## config.mk

```make
export PLATFORM = sky130hd
export DESIGN_NAME = box_tracker_region_hysteresis
export DESIGN_NICKNAME = d
export VERILOG_FILES = /design/src/btrh_pkg.sv /design/src/box_tracker_region_hysteresis.sv /design/src/btrh_cfg.sv /design/src/btrh_mul.sv /design/src/btrh_div.sv
export VERILOG_INCLUDE_DIRS = /design/src /design/src/src
export SDC_FILE = /design/constraint.sdc
export NUM_CORES = 2
export LEC_CHECK = 0
export BUFFER_PORTS_ARGS = -buffer_cell sky130_fd_sc_hd__buf_2
export CAP_MARGIN = 40
export CELL_PAD_IN_SITES_DETAIL_PLACEMENT = 2
export CELL_PAD_IN_SITES_GLOBAL_PLACEMENT = 2
export CORE_UTILIZATION = 35
export CTS_CLUSTER_SIZE = 12
export DETAILED_ROUTE_END_ITERATION = 8
export PLACE_DENSITY = 0.77
export SLEW_MARGIN = 40
export SYNTH_ARGS = -nofsm -noshare
export SYNTH_HDL_FRONTEND = slang
export SYNTH_SLANG_ARGS = --single-unit
```

## constraint.sdc

```tcl
create_clock -name clk -period 5.6 [get_ports clk]
set_input_delay 0.28 -clock clk [delete_from_list [all_inputs] [get_ports clk]]
set_output_delay 0.28 -clock clk [all_outputs]
set_load 0.01 [all_outputs]
```

## src/box_tracker_region_hysteresis_macros.svh

```systemverilog
// Assertion macros for the box tracker region hysteresis block.
// Used by the top level only; the checks compile away under SYNTHESIS.
`ifndef BOX_TRACKER_REGION_HYSTERESIS_MACROS_SVH
`define BOX_TRACKER_REGION_HYSTERESIS_MACROS_SVH

`ifndef SYNTHESIS
`define BTRH_ASSERT_SAME(lbl, ante, cons) \
  lbl: assert property (@(posedge clk) disable iff (!rst_n) (ante) |-> (cons)) \
    else $error("btrh: check failed");
`define BTRH_ASSERT_NEXT(lbl, ante, cons) \
  lbl: assert property (@(posedge clk) disable iff (!rst_n) (ante) |=> (cons)) \
    else $error("btrh: check failed");
`else
`define BTRH_ASSERT_SAME(lbl, ante, cons)
`define BTRH_ASSERT_NEXT(lbl, ante, cons)
`endif

`endif

```

## src/btrh_pkg.sv

```systemverilog
// Shared types, widths and constants of the box tracker region hysteresis block.
// No dependencies; used by every module of the block.
package btrh_pkg;

  localparam int FIELD_W = 16;
  localparam int DIM_W   = 13;
  localparam int PROP_W  = 9;
  localparam int ZONE_W  = 2;
  localparam int SUM_W   = DIM_W + 1;
  localparam int DATA_W  = 32;
  localparam int ADDR_W  = 5;

  localparam int PROP_FRAC_BITS_DEF = 8;
  localparam int OUT_FRAC_BITS_DEF  = 14;
  localparam int COORD_BITS_DEF     = 16;

  localparam logic [DIM_W-1:0]   IMAGE_WIDTH_RST  = DIM_W'(640);
  localparam logic [DIM_W-1:0]   IMAGE_HEIGHT_RST = DIM_W'(480);
  localparam logic [FIELD_W-1:0] WANTED_CLASS_RST = '0;
  localparam logic [FIELD_W-1:0] MIN_CONF_RST     = '0;
  localparam logic [PROP_W-1:0]  TARGET_PROP_RST  = PROP_W'(64);
  localparam logic [PROP_W-1:0]  SAFE_PROP_RST    = PROP_W'(128);

  typedef enum logic [2:0] {
    REG_IMAGE_WIDTH        = 3'd0,
    REG_IMAGE_HEIGHT       = 3'd1,
    REG_WANTED_CLASS       = 3'd2,
    REG_MIN_CONFIDENCE     = 3'd3,
    REG_TARGET_WIDTH_PROP  = 3'd4,
    REG_TARGET_HEIGHT_PROP = 3'd5,
    REG_SAFE_WIDTH_PROP    = 3'd6,
    REG_SAFE_HEIGHT_PROP   = 3'd7
  } reg_idx_t;

  typedef enum logic [ZONE_W-1:0] {
    ZONE_OUTSIDE = 2'd0,
    ZONE_SAFE    = 2'd1,
    ZONE_TARGET  = 2'd2
  } zone_t;

  typedef enum logic [1:0] {
    ST_IDLE,
    ST_LOAD,
    ST_ITER,
    ST_FINISH
  } state_t;

  typedef struct packed {
    logic [DIM_W-1:0]          image_width;
    logic [DIM_W-1:0]          image_height;
    logic signed [FIELD_W-1:0] wanted_class;
    logic [FIELD_W-1:0]        min_confidence;
    logic [PROP_W-1:0]         target_width_prop;
    logic [PROP_W-1:0]         target_height_prop;
    logic [PROP_W-1:0]         safe_width_prop;
    logic [PROP_W-1:0]         safe_height_prop;
  } cfg_t;

  typedef struct packed {
    logic load;
    logic step;
  } lane_ctl_t;

endpackage

```

## src/box_tracker_region_hysteresis.sv

```systemverilog
// Box tracker with region hysteresis: top level, sequencer and result register.
// Depends on btrh_pkg, btrh_cfg, btrh_mul, btrh_div and the macros header.
//
// One detection box is taken per beat and gives one result beat. A box occupies
// the block until its result is written: a capture of the class filter, corner
// clamps and centre sums, an operand load, then OUT_FRAC_BITS + 1 steps of the
// two restoring dividers that produce move_x and move_y one quotient bit a cycle,
// and a finish state that writes the result register once it is free. The four
// bit-serial region multipliers finish within the divider steps. A result
// waiting in the output register does not block the next box until that box is
// ready to be written. Configuration is to be written only while idle.
module box_tracker_region_hysteresis #(
  parameter int PROP_FRAC_BITS = btrh_pkg::PROP_FRAC_BITS_DEF,
  parameter int OUT_FRAC_BITS  = btrh_pkg::OUT_FRAC_BITS_DEF,
  parameter int COORD_BITS     = btrh_pkg::COORD_BITS_DEF
) (
  input  logic                                clk,
  input  logic                                rst_n,
  input  logic                                psel,
  input  logic                                penable,
  input  logic                                pwrite,
  input  logic [btrh_pkg::ADDR_W-1:0]         paddr,
  input  logic [btrh_pkg::DATA_W-1:0]         pwdata,
  output logic [btrh_pkg::DATA_W-1:0]         prdata,
  output logic                                pready,
  input  logic                                in_valid,
  output logic                                in_stall,
  input  logic signed [btrh_pkg::FIELD_W-1:0] in_box_class,
  input  logic [btrh_pkg::FIELD_W-1:0]        in_box_confidence,
  input  logic signed [btrh_pkg::FIELD_W-1:0] in_left_x,
  input  logic signed [btrh_pkg::FIELD_W-1:0] in_top_y,
  input  logic signed [btrh_pkg::FIELD_W-1:0] in_right_x,
  input  logic signed [btrh_pkg::FIELD_W-1:0] in_bottom_y,
  output logic                                out_valid,
  input  logic                                out_stall,
  output logic                                out_found,
  output logic                                out_should_move,
  output logic [btrh_pkg::ZONE_W-1:0]         out_zone,
  output logic signed [btrh_pkg::FIELD_W-1:0] out_move_x,
  output logic signed [btrh_pkg::FIELD_W-1:0] out_move_y
);
  import btrh_pkg::*;

  `include "box_tracker_region_hysteresis_macros.svh"

  localparam int CNT_W = $clog2(OUT_FRAC_BITS + 1);

  cfg_t      cfg;
  lane_ctl_t ctl;
  state_t    state_r, state_nxt;
  logic [CNT_W-1:0] cnt_r, cnt_nxt;

  logic             accept;
  logic             res_load;
  logic             found_r;
  logic [SUM_W-1:0] cx2_r, cy2_r;
  logic             travelling_r;

  logic                      out_valid_r;
  logic                      out_found_r;
  logic                      out_move_r;
  zone_t                     out_zone_r;
  logic signed [FIELD_W-1:0] out_mx_r;
  logic signed [FIELD_W-1:0] out_my_r;

  logic [SUM_W-1:0] dist_x, dist_y;
  logic signed [SUM_W:0] dx, dy;
  logic tw_in, th_in, sw_in, sh_in;
  logic signed [FIELD_W-1:0] mx, my;
  zone_t zone;
  logic  move;

  function automatic logic [DIM_W-1:0] clamp_c(logic [FIELD_W-1:0] raw,
                                               logic [DIM_W-1:0] dim);
    logic [COORD_BITS-1:0] c;
    logic [DIM_W-1:0]      res;
    c = raw[COORD_BITS-1:0];
    if (c[COORD_BITS-1]) begin
      res = '0;
    end else if ((FIELD_W + 1)'(c) >= (FIELD_W + 1)'(dim)) begin
      res = (dim == '0) ? '0 : dim - DIM_W'(1);
    end else begin
      res = DIM_W'(c);
    end
    return res;
  endfunction

  btrh_cfg u_cfg (
    .clk     (clk),
    .rst_n   (rst_n),
    .psel    (psel),
    .penable (penable),
    .pwrite  (pwrite),
    .paddr   (paddr),
    .pwdata  (pwdata),
    .prdata  (prdata),
    .pready  (pready),
    .cfg     (cfg)
  );

  assign accept = in_valid & ~in_stall;

  // capture: class filter, clamped corners, doubled centres
  always_ff @(posedge clk) begin
    if (accept) begin
      found_r <= (in_box_class == cfg.wanted_class) &&
                 (in_box_confidence >= cfg.min_confidence);
      cx2_r <= SUM_W'(clamp_c(in_left_x, cfg.image_width)) +
               SUM_W'(clamp_c(in_right_x, cfg.image_width));
      cy2_r <= SUM_W'(clamp_c(in_top_y, cfg.image_height)) +
               SUM_W'(clamp_c(in_bottom_y, cfg.image_height));
    end
  end

  assign dx     = $signed({1'b0, cx2_r}) - $signed({2'b00, cfg.image_width});
  assign dy     = $signed({1'b0, cy2_r}) - $signed({2'b00, cfg.image_height});
  assign dist_x = dx[SUM_W] ? SUM_W'(-dx) : SUM_W'(dx);
  assign dist_y = dy[SUM_W] ? SUM_W'(-dy) : SUM_W'(dy);

  btrh_mul #(.PROP_FRAC_BITS(PROP_FRAC_BITS)) u_mul_tw (
    .clk (clk), .ctl (ctl), .prop (cfg.target_width_prop),
    .dim (cfg.image_width), .dev (dist_x), .hit (tw_in)
  );
  btrh_mul #(.PROP_FRAC_BITS(PROP_FRAC_BITS)) u_mul_th (
    .clk (clk), .ctl (ctl), .prop (cfg.target_height_prop),
    .dim (cfg.image_height), .dev (dist_y), .hit (th_in)
  );
  btrh_mul #(.PROP_FRAC_BITS(PROP_FRAC_BITS)) u_mul_sw (
    .clk (clk), .ctl (ctl), .prop (cfg.safe_width_prop),
    .dim (cfg.image_width), .dev (dist_x), .hit (sw_in)
  );
  btrh_mul #(.PROP_FRAC_BITS(PROP_FRAC_BITS)) u_mul_sh (
    .clk (clk), .ctl (ctl), .prop (cfg.safe_height_prop),
    .dim (cfg.image_height), .dev (dist_y), .hit (sh_in)
  );

  btrh_div #(.OUT_FRAC_BITS(OUT_FRAC_BITS)) u_div_x (
    .clk (clk), .ctl (ctl), .invert (1'b0), .c2 (cx2_r),
    .dim (cfg.image_width), .result (mx)
  );
  btrh_div #(.OUT_FRAC_BITS(OUT_FRAC_BITS)) u_div_y (
    .clk (clk), .ctl (ctl), .invert (1'b1), .c2 (cy2_r),
    .dim (cfg.image_height), .result (my)
  );

  // sequencer: next state
  always_comb begin
    state_nxt = state_r;
    cnt_nxt   = cnt_r;
    case (state_r)
      ST_IDLE: begin
        if (in_valid) begin
          state_nxt = ST_LOAD;
        end
      end
      ST_LOAD: begin
        state_nxt = ST_ITER;
        cnt_nxt   = '0;
      end
      ST_ITER: begin
        if (cnt_r == CNT_W'(OUT_FRAC_BITS)) begin
          state_nxt = ST_FINISH;
        end else begin
          cnt_nxt = cnt_r + CNT_W'(1);
        end
      end
      ST_FINISH: begin
        if (!out_valid_r || !out_stall) begin
          state_nxt = ST_IDLE;
        end
      end
      default: state_nxt = ST_IDLE;
    endcase
  end

  // sequencer: outputs
  always_comb begin
    ctl.load = 1'b0;
    ctl.step = 1'b0;
    in_stall = 1'b1;
    res_load = 1'b0;
    case (state_r)
      ST_IDLE:   in_stall = 1'b0;
      ST_LOAD:   ctl.load = 1'b1;
      ST_ITER:   ctl.step = 1'b1;
      ST_FINISH: res_load = ~out_valid_r | ~out_stall;
      default:   in_stall = 1'b1;
    endcase
  end

  always_comb begin
    if (tw_in && th_in) begin
      zone = ZONE_TARGET;
    end else if (sw_in && sh_in) begin
      zone = ZONE_SAFE;
    end else begin
      zone = ZONE_OUTSIDE;
    end
  end

  assign move = ~((zone == ZONE_TARGET) || ((zone == ZONE_SAFE) && !travelling_r));

  always_ff @(posedge clk) begin
    if (!rst_n) begin
      state_r      <= ST_IDLE;
      cnt_r        <= '0;
      out_valid_r  <= 1'b0;
      travelling_r <= 1'b0;
    end else begin
      state_r <= state_nxt;
      cnt_r   <= cnt_nxt;
      if (res_load) begin
        out_valid_r <= 1'b1;
        if (found_r) begin
          travelling_r <= move;
        end
      end else if (out_valid_r && !out_stall) begin
        out_valid_r <= 1'b0;
      end
    end
  end

  always_ff @(posedge clk) begin
    if (res_load) begin
      out_found_r <= found_r;
      out_move_r  <= found_r & move;
      out_zone_r  <= found_r ? zone : ZONE_OUTSIDE;
      out_mx_r    <= found_r ? mx : '0;
      out_my_r    <= found_r ? my : '0;
    end
  end

  assign out_valid       = out_valid_r;
  assign out_found       = out_found_r;
  assign out_should_move = out_move_r;
  assign out_zone        = out_zone_r;
  assign out_move_x      = out_mx_r;
  assign out_move_y      = out_my_r;

  `BTRH_ASSERT_NEXT(a_accept_loads, accept, state_r == ST_LOAD)
  `BTRH_ASSERT_NEXT(a_travel_held, !res_load, $stable(travelling_r))
  `BTRH_ASSERT_SAME(a_reject_zero, out_valid && !out_found, !out_should_move && out_zone == ZONE_OUTSIDE && out_move_x == 0 && out_move_y == 0)
  `BTRH_ASSERT_SAME(a_target_still, out_valid && out_found && out_zone == ZONE_TARGET, !out_should_move)

endmodule

```

## src/btrh_cfg.sv

```systemverilog
// APB register file of the box tracker: frame size, class filter, region proportions.
// Depends on btrh_pkg.
module btrh_cfg (
  input  logic                          clk,
  input  logic                          rst_n,
  input  logic                          psel,
  input  logic                          penable,
  input  logic                          pwrite,
  input  logic [btrh_pkg::ADDR_W-1:0]   paddr,
  input  logic [btrh_pkg::DATA_W-1:0]   pwdata,
  output logic [btrh_pkg::DATA_W-1:0]   prdata,
  output logic                          pready,
  output btrh_pkg::cfg_t                cfg
);
  import btrh_pkg::*;

  cfg_t     cfg_r;
  cfg_t     cfg_nxt;
  reg_idx_t idx;
  logic     wr_en;

  assign idx    = reg_idx_t'(paddr[ADDR_W-1:2]);
  assign wr_en  = psel & penable & pwrite;
  assign pready = 1'b1;
  assign cfg    = cfg_r;

  always_comb begin
    cfg_nxt = cfg_r;
    if (wr_en) begin
      case (idx)
        REG_IMAGE_WIDTH:        cfg_nxt.image_width        = pwdata[DIM_W-1:0];
        REG_IMAGE_HEIGHT:       cfg_nxt.image_height       = pwdata[DIM_W-1:0];
        REG_WANTED_CLASS:       cfg_nxt.wanted_class       = $signed(pwdata[FIELD_W-1:0]);
        REG_MIN_CONFIDENCE:     cfg_nxt.min_confidence     = pwdata[FIELD_W-1:0];
        REG_TARGET_WIDTH_PROP:  cfg_nxt.target_width_prop  = pwdata[PROP_W-1:0];
        REG_TARGET_HEIGHT_PROP: cfg_nxt.target_height_prop = pwdata[PROP_W-1:0];
        REG_SAFE_WIDTH_PROP:    cfg_nxt.safe_width_prop    = pwdata[PROP_W-1:0];
        REG_SAFE_HEIGHT_PROP:   cfg_nxt.safe_height_prop   = pwdata[PROP_W-1:0];
        default:                cfg_nxt = cfg_r;
      endcase
    end
  end

  always_comb begin
    case (idx)
      REG_IMAGE_WIDTH:        prdata = DATA_W'(cfg_r.image_width);
      REG_IMAGE_HEIGHT:       prdata = DATA_W'(cfg_r.image_height);
      REG_WANTED_CLASS:       prdata = DATA_W'(cfg_r.wanted_class);
      REG_MIN_CONFIDENCE:     prdata = DATA_W'(cfg_r.min_confidence);
      REG_TARGET_WIDTH_PROP:  prdata = DATA_W'(cfg_r.target_width_prop);
      REG_TARGET_HEIGHT_PROP: prdata = DATA_W'(cfg_r.target_height_prop);
      REG_SAFE_WIDTH_PROP:    prdata = DATA_W'(cfg_r.safe_width_prop);
      REG_SAFE_HEIGHT_PROP:   prdata = DATA_W'(cfg_r.safe_height_prop);
      default:                prdata = '0;
    endcase
  end

  always_ff @(posedge clk) begin
    if (!rst_n) begin
      cfg_r.image_width        <= IMAGE_WIDTH_RST;
      cfg_r.image_height       <= IMAGE_HEIGHT_RST;
      cfg_r.wanted_class       <= $signed(WANTED_CLASS_RST);
      cfg_r.min_confidence     <= MIN_CONF_RST;
      cfg_r.target_width_prop  <= TARGET_PROP_RST;
      cfg_r.target_height_prop <= TARGET_PROP_RST;
      cfg_r.safe_width_prop    <= SAFE_PROP_RST;
      cfg_r.safe_height_prop   <= SAFE_PROP_RST;
    end else begin
      cfg_r <= cfg_nxt;
    end
  end

endmodule

```

## src/btrh_mul.sv

```systemverilog
// Bit-serial region lane: proportion times frame size by shift-and-add, then the
// strict bound test prop*dim > |2c - dim| << PROP_FRAC_BITS. Depends on btrh_pkg.
module btrh_mul #(
  parameter int PROP_FRAC_BITS = btrh_pkg::PROP_FRAC_BITS_DEF
) (
  input  logic                          clk,
  input  btrh_pkg::lane_ctl_t           ctl,
  input  logic [btrh_pkg::PROP_W-1:0]   prop,
  input  logic [btrh_pkg::DIM_W-1:0]    dim,
  input  logic [btrh_pkg::SUM_W-1:0]    dev,
  output logic                          hit
);
  import btrh_pkg::*;

  localparam int ACC_W = PROP_W + DIM_W;
  localparam int REF_W = SUM_W + PROP_FRAC_BITS;
  localparam int CMP_W = (ACC_W > REF_W) ? ACC_W : REF_W;

  logic [ACC_W-1:0]  acc_r,  acc_nxt;
  logic [ACC_W-1:0]  mcd_r,  mcd_nxt;
  logic [PROP_W-1:0] mpr_r,  mpr_nxt;
  logic [SUM_W-1:0]  dev_r,  dev_nxt;

  always_comb begin
    acc_nxt = acc_r;
    mcd_nxt = mcd_r;
    mpr_nxt = mpr_r;
    dev_nxt = dev_r;
    if (ctl.load) begin
      acc_nxt = '0;
      mcd_nxt = ACC_W'(dim);
      mpr_nxt = prop;
      dev_nxt = dev;
    end else if (ctl.step) begin
      if (mpr_r[0]) begin
        acc_nxt = acc_r + mcd_r;
      end
      mcd_nxt = mcd_r << 1;
      mpr_nxt = mpr_r >> 1;
    end
  end

  assign hit = CMP_W'(acc_r) > (CMP_W'(dev_r) << PROP_FRAC_BITS);

  always_ff @(posedge clk) begin
    acc_r <= acc_nxt;
    mcd_r <= mcd_nxt;
    mpr_r <= mpr_nxt;
    dev_r <= dev_nxt;
  end

endmodule

```

## src/btrh_div.sv

```systemverilog
// Restoring divider lane, one quotient bit per cycle: normalises a doubled centre
// to Q(OUT_FRAC_BITS), round half away from zero, saturated. Depends on btrh_pkg.
module btrh_div #(
  parameter int OUT_FRAC_BITS = btrh_pkg::OUT_FRAC_BITS_DEF
) (
  input  logic                                clk,
  input  btrh_pkg::lane_ctl_t                 ctl,
  input  logic                                invert,
  input  logic [btrh_pkg::SUM_W-1:0]          c2,
  input  logic [btrh_pkg::DIM_W-1:0]          dim,
  output logic signed [btrh_pkg::FIELD_W-1:0] result
);
  import btrh_pkg::*;

  localparam int Q_W   = OUT_FRAC_BITS + 1;
  localparam int NUM_W = SUM_W + OUT_FRAC_BITS + 1;

  logic [NUM_W-1:0] rem_r, rem_nxt;
  logic [NUM_W-1:0] dvs_r, dvs_nxt;
  logic [Q_W-1:0]   quo_r, quo_nxt;
  logic             neg_r, neg_nxt;
  logic             zero_r, zero_nxt;

  logic [DIM_W-2:0]        half;
  logic [DIM_W-1:0]        twice_half;
  logic signed [SUM_W:0]   diff;
  logic [SUM_W-1:0]        mag;
  logic                    ge;
  logic [Q_W-1:0]          lim;
  logic [Q_W-1:0]          qsat;
  logic signed [Q_W:0]     sq;

  assign half       = dim[DIM_W-1:1];
  assign twice_half = {half, 1'b0};
  assign diff = invert ? ($signed({2'b00, twice_half}) - $signed({1'b0, c2}))
                       : ($signed({1'b0, c2}) - $signed({2'b00, twice_half}));
  assign mag  = diff[SUM_W] ? SUM_W'(-diff) : SUM_W'(diff);
  assign ge   = rem_r >= dvs_r;

  always_comb begin
    rem_nxt  = rem_r;
    dvs_nxt  = dvs_r;
    quo_nxt  = quo_r;
    neg_nxt  = neg_r;
    zero_nxt = zero_r;
    if (ctl.load) begin
      rem_nxt  = (NUM_W'(mag) << OUT_FRAC_BITS) + NUM_W'(half);
      dvs_nxt  = NUM_W'(twice_half) << OUT_FRAC_BITS;
      quo_nxt  = '0;
      neg_nxt  = diff[SUM_W];
      zero_nxt = (half == '0);
    end else if (ctl.step) begin
      if (ge) begin
        rem_nxt = rem_r - dvs_r;
      end
      quo_nxt = {quo_r[Q_W-2:0], ge};
      dvs_nxt = dvs_r >> 1;
    end
  end

  assign lim  = Q_W'(1) << OUT_FRAC_BITS;
  assign qsat = (quo_r > lim) ? lim : quo_r;
  assign sq   = neg_r ? -$signed({1'b0, qsat}) : $signed({1'b0, qsat});

  always_comb begin
    if (zero_r) begin
      result = '0;
    end else begin
      result = FIELD_W'(sq);
    end
  end

  always_ff @(posedge clk) begin
    rem_r  <= rem_nxt;
    dvs_r  <= dvs_nxt;
    quo_r  <= quo_nxt;
    neg_r  <= neg_nxt;
    zero_r <= zero_nxt;
  end

endmodule
```

==> run metrics <==
run status=finished, final reports clean; initial antenna violation count=4; Register Area=12600 um^2; critical path's top delay family=compound AO/OA/AOI/OAI gates; Sink Count=509; Worst VDD drop=238 uV; Leak=0.0165 uW; total number of vias=30500; commonest non-fill, non-tap cells in the layout=nand2_1, nor2_1, ha_1, a21oi_1, dfxtp_1; Final TNS setup=0 ns; crit path max-delay cell type=fa_1; CP Launch Point=u_cfg.cfg[70]$_SDFFE_PN0P_; DRC Markers=0; Die Ht=320 um; Final Hold Vio Count=0; IO Count=211; critical path type=flop to flop; Yosys warning count=0; Post-synth EDFFs=241; most common cell after layout, fill and taps aside=nand2_1; slack of the critical path=0.409 ns; fin cells=5496; post-synthesis sequential area ratio=0.357; worst-path fanout max=14; Final #Nets=4637; final wirelength=122 mm; layout cells sized above 1=0.108; final clock skew=0.0281 ns; first-pass GRT wire length=191 mm; # placed instances=5364; full die area=102000 um^2; Peak Freq=193 MHz; Port Buffers=191; dpl hpwl=91.2 mm; critical path cell sequence=inv_1, ha_1, a21o_1, a21oi_1, o21ai_1, a221o_1, a31oi_2, buf_4, or3_1, a21oi_1, fa_1, a21o_1, a21oi_1, o21bai_1, a21oi_1, o21bai_1, a21oi_1, nor2b_1, o21a_1, o41a_1, xor2_1; Avg Inst Size Synth=8.83 um^2; Yosys cell types=101; ys flop type=dfxtp_1; largest net degree at the start of global routing=116; required time worst endpoint=5.98 ns; Initial Utilization=0.353; Overall Global Routing Usage=0.237; final hold slack=0.0358 ns; Hold Path Origin=pwdata[8]; Place WS=0.330 ns; CP Data Arrival Time=5.57 ns; MaxCap Viol Count=0; mapped cell area=35300 um^2; FF-to-FF Start=u_cfg.cfg[70]$_SDFFE_PN0P_; core box area=100000 um^2; die extent in x=320 um; worst hold path type=primary input to flop; Max-slew headroom=0.442; net count of the mapped netlist=4495; area of the multi-input gates=21200 um^2; Cells after Synth=4001; leading area contributor after synthesis=edfxtp_1; # fillers=11100; starting DRC count in detailed routing=1424; drt first pass iters=7; Placer Congestion=0.850; area delta synth->final=13.2%; antenna-violating nets left=0; CTS Buf Count=67; TritonCTS clock tree=done; crit path time final=5.19 ns; Worst Tran Pin Value=0.838 ns; RSZ-0062 raised after global routing=no; Max Root-Sink Buffers=3; top area cells in the synthesized netlist=edfxtp_1, dfxtp_1, ha_1; Async S/R FF share, synth=0; Row Count=116; Largest stage delay, worst path=0.49 ns; CP bufs+invs=2; H-tree depth=3; CP Launch Type=flop; CP dominant cell by count=a21oi_1; final worst-path cycle share=0.927; Final setup viols=0; Vias per Instance=5.55; vias in the first global route=33200; Clk Tree Root Cell=clkbuf_16; routed length per placed instance=22.2 um; CP endpoint kind=flop; pwr/cell area=513 nW/um^2; post-synth top area share=0.205; later-pin clock latency in the skew report=0.63 ns; Clock transition at path regs=0.06 ns; flops & latches, synth=509; grt total ovfl=0; Pins Over Slew Limit=0
## path summary, 6_finish.rpt
kind	slack (ns)	cells after the start	end
worst max-delay path	0.41	21	cy2_r[12]$_DFFE_PP_
worst min-delay path	0.04	3	u_cfg.cfg[44]$_SDFFE_PN0P_
worst max register to register	0.41	21	cy2_r[12]$_DFFE_PP_
worst min register to register	0.46	2	u_cfg.cfg[41]$_SDFFE_PN0P_
## timing repair
item                                   4_1_cts  5_1_grt
buffers inserted                             0        0
gates resized for setup                      0        2
hold buffers                                 8        0
endpoints found under the hold margin       23        0
setup endpoints to repair                    0        1
## state kept, by name (all words and copies together) (netlist names), 11 cells and up
name	count
u_mul_sh.acc_r	22
u_mul_sw.mcd_r	11
cy2_r	14
u_div_x.dvs_r	27
u_mul_th.mcd_r	11
u_mul_sw.dev_r	14
u_mul_sh.mcd_r	11
u_mul_th.dev_r	14
u_div_y.quo_r	15
u_div_x.quo_r	15
u_mul_th.acc_r	22
u_mul_tw.acc_r	22
u_div_y.rem_r	29
out_move_x	16
u_cfg.cfg	94
u_mul_sw.acc_r	22
u_div_y.dvs_r	27
u_mul_tw.mcd_r	11
cx2_r	14
out_move_y	16
u_div_x.rem_r	29
## layout make-up
class / instances / share of cell area
antenna: 2 / 0.000125
inverter: 241 / 0.0226
clock inverter: 31 / 0.00685
tap: 1298 / 0.0406
timing repair buffer: 247 / 0.0364
multi-input combinational: 3077 / 0.529
sequential: 509 / 0.315
clock buffer: 91 / 0.0489
## through the flow
stage	area [um^2]	total power [uW]	util
detailed placement	37700	16000	0.377
global placement	37600	15500	0.376
finish	40000	20500	0.400
global route	40000	21900	0.400
CTS	40000	20700	0.400
floorplan	35300	13100	-
## where the power goes
part | internal, uW | switching (uW)
combinational | 3750 | 6120
sequential | 5460 | 720
clock | 2640 | 1810
total | 11900 | 8650
## cells in the mapped netlist, drive strengths merged, types with 9 or more instances
library cell / count
a221oi: 9
mux2: 46
o31ai: 32
o21ai: 199
xnor2: 171
edfxtp: 241
o21bai: 28
or2: 10
a211oi: 44
or3: 27
nor2b: 56
nor3: 69
nand2b: 54
inv: 240
xor2: 93
o21a: 33
a211o: 12
o211ai: 18
nand3: 63
and2: 21
a31oi: 26
nor4: 21
nand4: 38
ha: 342
mux2i: 171
fa: 12
dfxtp: 268
clkbuf: 116
a21o: 107
and3: 21
nor2: 429
a22o: 10
buf: 58
a21oi: 338
nand2: 438
or4: 14
## cell families after synthesis
family,share of synthesized area
other,0.000106
multiplexers,0.0682
flip-flops,0.357
AO/OA/AOI/OAI,0.171
buffers and inverters,0.0465
XOR/XNOR,0.0657
AND/OR/NAND/NOR,0.164
adder cells (fa/ha/maj),0.128
## routing by layer
metal	routed length, um	vias to the layer above	track usage
li1	-	14500	-
met1	55700	15200	0.303
met2	57700	549	0.405
met3	4720	202	0.0353
met4	4070	0	0.0821
met5	0	-	0
## worst min-delay path, delay by kind of cell
kind            cells  cell delay (ns)
buf+inv             1             0.19
simple gates        1             0.09
compound gates      1             0.05
Note: power is estimated with default switching activity, not from simulation.
